==> config.mk <==
export PLATFORM = sky130hd
export DESIGN_NAME = pcc_sqacc
export DESIGN_NICKNAME = d
export VERILOG_FILES = /design/src/rtl/core/pcc_pkg.sv /design/src/rtl/core/pcc_sqacc.sv
export SDC_FILE = /design/constraint.sdc
export NUM_CORES = 1
export LEC_CHECK = 0
export BUFFER_PORTS_ARGS = -buffer_cell sky130_fd_sc_hd__buf_2
export CORE_MARGIN = 3
export CORE_UTILIZATION = 35
export DETAILED_ROUTE_END_ITERATION = 8
export HOLD_SLACK_MARGIN = 0.03
export PLACE_DENSITY = 0.54
export SYNTH_ARGS = -nofsm -noshare
export SYNTH_HDL_FRONTEND = slang
export SYNTH_SLANG_ARGS = --single-unit
==> constraint.sdc <==
create_clock -name clock -period 26.4 [get_ports clock]
set_input_delay 5.28 -clock clock [delete_from_list [all_inputs] [get_ports clock]]
set_output_delay 5.28 -clock clock [all_outputs]
set_load 0.005 [all_outputs]
==> src/rtl/core/pcc_pkg.sv <==
// Package: shared types and constants of the proximity collision checker.
`timescale 1ns / 1ps
`default_nettype none

package pcc_pkg;

   localparam int TICK_W     = 4;
   localparam int OBJ_W      = 3;
   localparam int COORD_W    = 16;
   localparam int THRESH_W   = 36;
   localparam int SQ_W       = 32;   // square of a 17-bit difference, < 2^32
   localparam int ACC_W      = 34;   // sum of three squares, < 3 * 2^32
   localparam int REQ_DATA_W = 56;
   localparam int RSP_DATA_W = 16;
   localparam int CSR_DATA_W = 64;
   localparam int CSR_ADDR_W = 1;

   localparam logic [CSR_ADDR_W-1:0] THRESH_ADDR  = 1'b0;
   localparam logic [THRESH_W-1:0]   THRESH_RESET = 36'd256;

   typedef struct packed {
      logic signed [COORD_W-1:0] z;
      logic signed [COORD_W-1:0] y;
      logic signed [COORD_W-1:0] x;
   } coord3_type;

   typedef enum logic [1:0] {
      AXIS_X = 2'd0,
      AXIS_Y = 2'd1,
      AXIS_Z = 2'd2
   } axis_type;

   typedef struct packed {
      logic     square_en;
      logic     acc_clear;
      logic     acc_add;
      axis_type axis;
   } sqacc_ctrl_type;

endpackage

`default_nettype wire

==> src/rtl/core/pcc_sqacc.sv <==
// Shared square-accumulate unit: one axis square per cycle, sum, threshold compare.
`timescale 1ns / 1ps
`default_nettype none

module pcc_sqacc (
   input  wire logic                            clock,
   input  wire pcc_pkg::sqacc_ctrl_type         ctrl,
   input  wire pcc_pkg::coord3_type             cur,
   input  wire pcc_pkg::coord3_type             other,
   input  wire logic [pcc_pkg::THRESH_W-1:0]    thresh,
   output logic                                 hit
);
   import pcc_pkg::*;

   logic signed [COORD_W-1:0]   a_sel;
   logic signed [COORD_W-1:0]   b_sel;
   logic signed [COORD_W:0]     diff;
   logic signed [2*COORD_W+1:0] prod;
   logic [SQ_W-1:0]             sq_in;
   logic [SQ_W-1:0]             sq_ff;
   logic [ACC_W-1:0]            acc_in;
   logic [ACC_W-1:0]            acc_ff;

   always_comb begin
      case (ctrl.axis)
         AXIS_X: begin
            a_sel = cur.x;
            b_sel = other.x;
         end
         AXIS_Y: begin
            a_sel = cur.y;
            b_sel = other.y;
         end
         AXIS_Z: begin
            a_sel = cur.z;
            b_sel = other.z;
         end
         default: begin
            a_sel = cur.x;
            b_sel = other.x;
         end
      endcase
      diff  = {a_sel[COORD_W-1], a_sel} - {b_sel[COORD_W-1], b_sel};
      prod  = diff * diff;
      // |diff| <= 65535, so the square fits in 32 bits
      sq_in = prod[SQ_W-1:0];
   end

   always_comb begin
      acc_in = acc_ff;
      if (ctrl.acc_clear) begin
         acc_in = '0;
      end else if (ctrl.acc_add) begin
         acc_in = acc_ff + {{(ACC_W-SQ_W){1'b0}}, sq_ff};
      end
   end

   always_ff @(posedge clock) begin
      if (ctrl.square_en) begin
         sq_ff <= sq_in;
      end
      acc_ff <= acc_in;
   end

   assign hit = {{(THRESH_W-ACC_W){1'b0}}, acc_ff} < thresh;

endmodule

`default_nettype wire

---- Yosys cells after proc, flatten, opt, wreduce, memory -nomap -nowiden ----
Cells that the tools add are included.
storage, ports and cells
  bits in registers ....................... 66
  bits of input ports ..................... 138
  output and inout port bits .............. 1
operators by class
  add/subtract/negate cells ............... 2
  $mul .................................... 1
  order comparisons ....................... 1
  equal/unequal tests ..................... 2
  mux-type cells .......................... 2
operators with widths
  cell                  count
  $pmux W16 S2          2
  $lt A34 B36 Y1        1
  $add A34 B32 Y34      1
  $mul A17 B17 Y32      1
  $sub A16 B16 Y17      1
  $eq A2 B1 Y1 const B  1
  $eq A2 B2 Y1 const B  1

---- Logic depth before layout (Yosys ltp) ----
  depth after elaboration ................. 4
  gate-level depth with buffers ........... 38
  mapped depth without buffers ............ 35

---- Least setup slack after synthesis ----
Ideal clock, no wire load.
  path kind ............................... input to register
  start ................................... input ctrl[0] (netlist name)
  end ..................................... register sq_ff[31] (data pin)
  arrival ................................. 13.431 ns
  path slack .............................. 12.707 ns
  stages on the path ...................... 35
  cells stage by stage .................... inv_1 > ha_1 > clkbuf_1 > clkbuf_1 > o21ai_0 > ha_1 > fa_1 > nor2b_1 > o31a_1 > o221ai_1 > nand4_1 > a31oi_1 > nand2b_1 > a21o_1 > inv_2 > buf_2 > nor2_1 > fa_1 > inv_1 > fa_1 > inv_1 > fa_1 > fa_1 > fa_1 > inv_1 > fa_1 > inv_1 > ha_1 > a21o_1 > a21oi_1 > o21bai_1 > a211oi_1 > o31a_1 > o31ai_1 > xnor2_1
on the way
  word-level cells in the longest chain between the ends .. 4
  elaborated cells between the ends (all ways) .. 6
  classes of those cells .................. add/sub (1); mul (1); eq/ne (2); mux (2)
ends and longest elaborated chain
  what                                                 line             RTL
  from (decl)                                          pcc_sqacc.sv:7   input wire pcc_pkg::sqacc_ctrl_type ctrl,
  $eq A2 B2 Y1 / $eq A2 B1 Y1 (equally long branches)  pcc_sqacc.sv:25  case (ctrl.axis)
  $pmux W16 S2                                         pcc_sqacc.sv:25
  $sub A16 B16 Y17 *                                   pcc_sqacc.sv:43  diff = {a_sel[COORD_W-1], a_sel} - {b_sel[COORD_W-1], b_sel};
  $mul A17 B17 Y32 *                                   pcc_sqacc.sv:44  prod = diff * diff;
  named net prod[31]                                   pcc_sqacc.sv:18  logic signed [2*COORD_W+1:0] prod;
  to (signal assigned)                                 pcc_sqacc.sv:60  sq_ff <= sq_in;
  to (decl)                                            pcc_sqacc.sv:20  logic [SQ_W-1:0] sq_ff;
The timed path passes the listed nets; every way through them passes the cells marked *.
A chain may end at the register's enable or synchronous reset.

---- Final worst setup path ----
  start ................................... input ctrl[1] (netlist name)
  end ..................................... register sq_ff[31] (data pin)
The elaborated chain is that of the path after synthesis.

==> run metrics <==
slowest CP cell ha_1; Syn Nets between 2000 and 2500; drt drc 0; vias in the first global route between 10000 and 15000; final setup vio count 0; Final Hold Vio Count 0; area of the mapped netlist roughly 15000 sq um; Hold Crit Endpoint acc_ff[29]; crit path launch type primary input; global-route wire length before repair 62700 microns; leading post-synthesis cells by cell area fa_1, ha_1, inv_1; Via-to-Cell Ratio 4.83; syn avg cell area between 8 and 9 sq um; Critical Path End Type flop; hpwl dp 31600 microns; Slew HR 32.1%; cell accounting for the most synthesized area fa_1; Post-Syn Instances about 1700; CTS H-tree lvls 3; CP max FO 32; Vias 11700; DR pass1 iterations 5; Final min period between 10 and 15 ns; clk sinks 65; WHS Path Cells 2; asr flop ratio synth 0%; boundary pin count about 140; layout cells sized above 1 roughly 11%; R2R setup slack about 23 ns; Initial Utilization 36.0%; clock buffer depth 2; RSZ-0062 raised after global routing no; Ys Warns 0; Synth Register Bits between 60 and 70; Crit path top cell by count fa_1; largest net degree at the start of global routing between 60 and 70; Die X 215 microns; GRT Residual Overflow 0; Resize count post-CTS 0; CP Data Required Time roughly 26 ns; All-Layer GR Usage 16.5%; Least-Margin Pin Slew 1.02 ns; Die Ht 215 microns; Arr. time, crit path ~15 ns; Crit path largest cell delay 0.82 ns; DRT iter0 DRCs between 500 and 600; CTS buffer count 9; port bufs approximately 140; total setup buffers inserted after CTS 0; r2r startpoint sq_ff[0]; Skew-Pair Late Insertion Delay roughly 0.33 ns; part of the cycle the worst path needs between 50% and 60%; total negative setup slack 0 ns; Post-synth EDFFs 31; gpl congestion between 0.8 and 0.9; clock transition at the registers of the reported paths about 0.060 ns; Synth cell types 81; Routed Antenna Nets 0; WL/cell 15.2 microns; core area about 43000 sq um; Setup CP Type in -> reg; Yosys top cell area share between 30 and 40%; Main synth FF type dfxtp_1; final slew viol count 0; P&R area growth vs syn 10.2%; register area share after synthesis about a tenth; # rows 75; hold buffer count at cts 0; n_diodes 0; Post-Route WL approximately 37000 microns; worst reg2reg path depth 10; clock root cell clkbuf_16; Worst Clk Skew about 0.0096 ns; final core occ roughly 40%; CTS tree yes; final net count roughly 2400; Max Cap Viol 0; antenna violations before repair 0; Die Footprint 46200 sq um; Hold Path Class reg -> reg; Highest Clock Rate ~67 MHz; Hold Path Origin acc_ff[29]; status completed; reg2reg end acc_ff[26]
routing by layer:
layer	share of wire, %	global-route usage, %	up-vias	wire length [microns]
met5	0	0	-	0
met4	2.0	4.05	0	732
met3	5.3	2.42	41	1980
met2	46	27.7	332	17000
met1	47	22.4	5559	17300
li1	-	-	5791	-
cell families (layout without fill, tap and decap cells):
group                      Yosys count  count (layout)  synth area share, %
muxes                               18              18                 1.20
DFF                                 65              65                 10.5
xor gates and xnor gates            79              79                 4.70
buffers and inverters              433             551                 10.9
AOI/OAI and AO/OA                  318             318                 14.1
and+or+nand+nor                    399             399                 11.4
adders and majority gates          421             421                 47.2
state kept, by name, summed over array words and instances (netlist names):
| name | flops |
|---|---|
| acc_ff | 34 |
| sq_ff | 31 |
cells in the mapped netlist, types with 4 or more instances:
master and count:
fa_1 259, buf_1 5, clkinv_1 8, a31o_2 4, o21bai_1 9, xnor2_1 55, or3_1 5, or2_2 4
and3_1 8, o221ai_1 5, clkbuf_1 33, nor2_2 10, a31oi_1 11, inv_1 372, o31a_1 4, o21a_1 19
o31ai_1 5, dfxtp_1 34, nor2b_1 11, a21oi_1 77, nor2_1 165, mux2i_1 15, nand2_1 123, xor2_1 22
and2_1 4, nor3_1 18, a22oi_1 32, nand4_1 13, a211oi_1 8, nand3_1 17, ha_1 162, o21ai_0 47
o211ai_1 5, nand2b_1 11, a211o_1 5, buf_2 8, o22ai_1 12, a21o_1 35, edfxtp_1 31, o21ai_1 6
critical path: cells and delay by family:
kind | cells | cell delay [ns]
compound gates | 12 | 2.28
xor+xnor | 1 | 0.14
fa+ha+maj | 10 | 5.52
buf+inv | 7 | 0.98
simple gates | 5 | 0.75
cell usage in the layout, fill, tap and decap left out, types with 6 or more instances in the layout:
cell       instances
a211oi_1           8
a21o_1            35
a21oi_1           77
a22oi_1           32
a31oi_1           11
and3_1             8
buf_2            138
buf_4             13
clkbuf_16          9
clkinv_1           9
dfxtp_1           34
edfxtp_1          31
fa_1             259
ha_1             162
inv_1            372
mux2i_1           15
nand2_1          123
nand2b_1          11
nand3_1           17
nand4_1           13
nor2_1           165
nor2_2            10
nor2b_1           11
nor3_1            18
o21a_1            19
o21ai_0           47
o21ai_1            6
o21bai_1           9
o22ai_1           12
xnor2_1           55
xor2_1            21
worst max-delay path by stage:
stage                endpoint  slack (ns)  cells past startpoint    start
floorplan           sq_ff[31]       12.71                     35  ctrl[0]
global placement    sq_ff[31]       11.43                     35  ctrl[1]
detailed placement  sq_ff[31]       11.16                     35  ctrl[1]
CTS                 sq_ff[31]       11.53                     35  ctrl[1]
global route        sq_ff[31]       10.67                     35  ctrl[1]
finish              sq_ff[31]       11.49                     35  ctrl[1]
area by class of cell:
type | instances | area (sq um)
fill | 4321 | 25700
multi-input combinational | 1235 | 12000
sequential | 65 | 1610
inverter | 384 | 1440
timing repair buffer | 151 | 788
tap | 577 | 722
clock buffer | 12 | 246
clock inverter | 4 | 18.8
metrics by stage:
step / area [sq um] / setup slack (ns) / hold slack (ns) / instances
6_report: 16800 / 11.49 / 0.510 / 2428
5_1_grt: 16800 / 10.67 / 0.547 / 2428
4_1_cts: 16800 / 11.53 / 0.516 / 2428
3_5_place_dp: 16600 / 11.16 / 0.509 / 2412
3_3_place_gp: 16600 / 11.43 / 0.496 / 2412
2_1_floorplan: 15300 / 12.71 / 0.472 / 1733
Power is not shown: default switching activity piles up to over one toggle a cycle in this logic, so the estimate is an artifact.
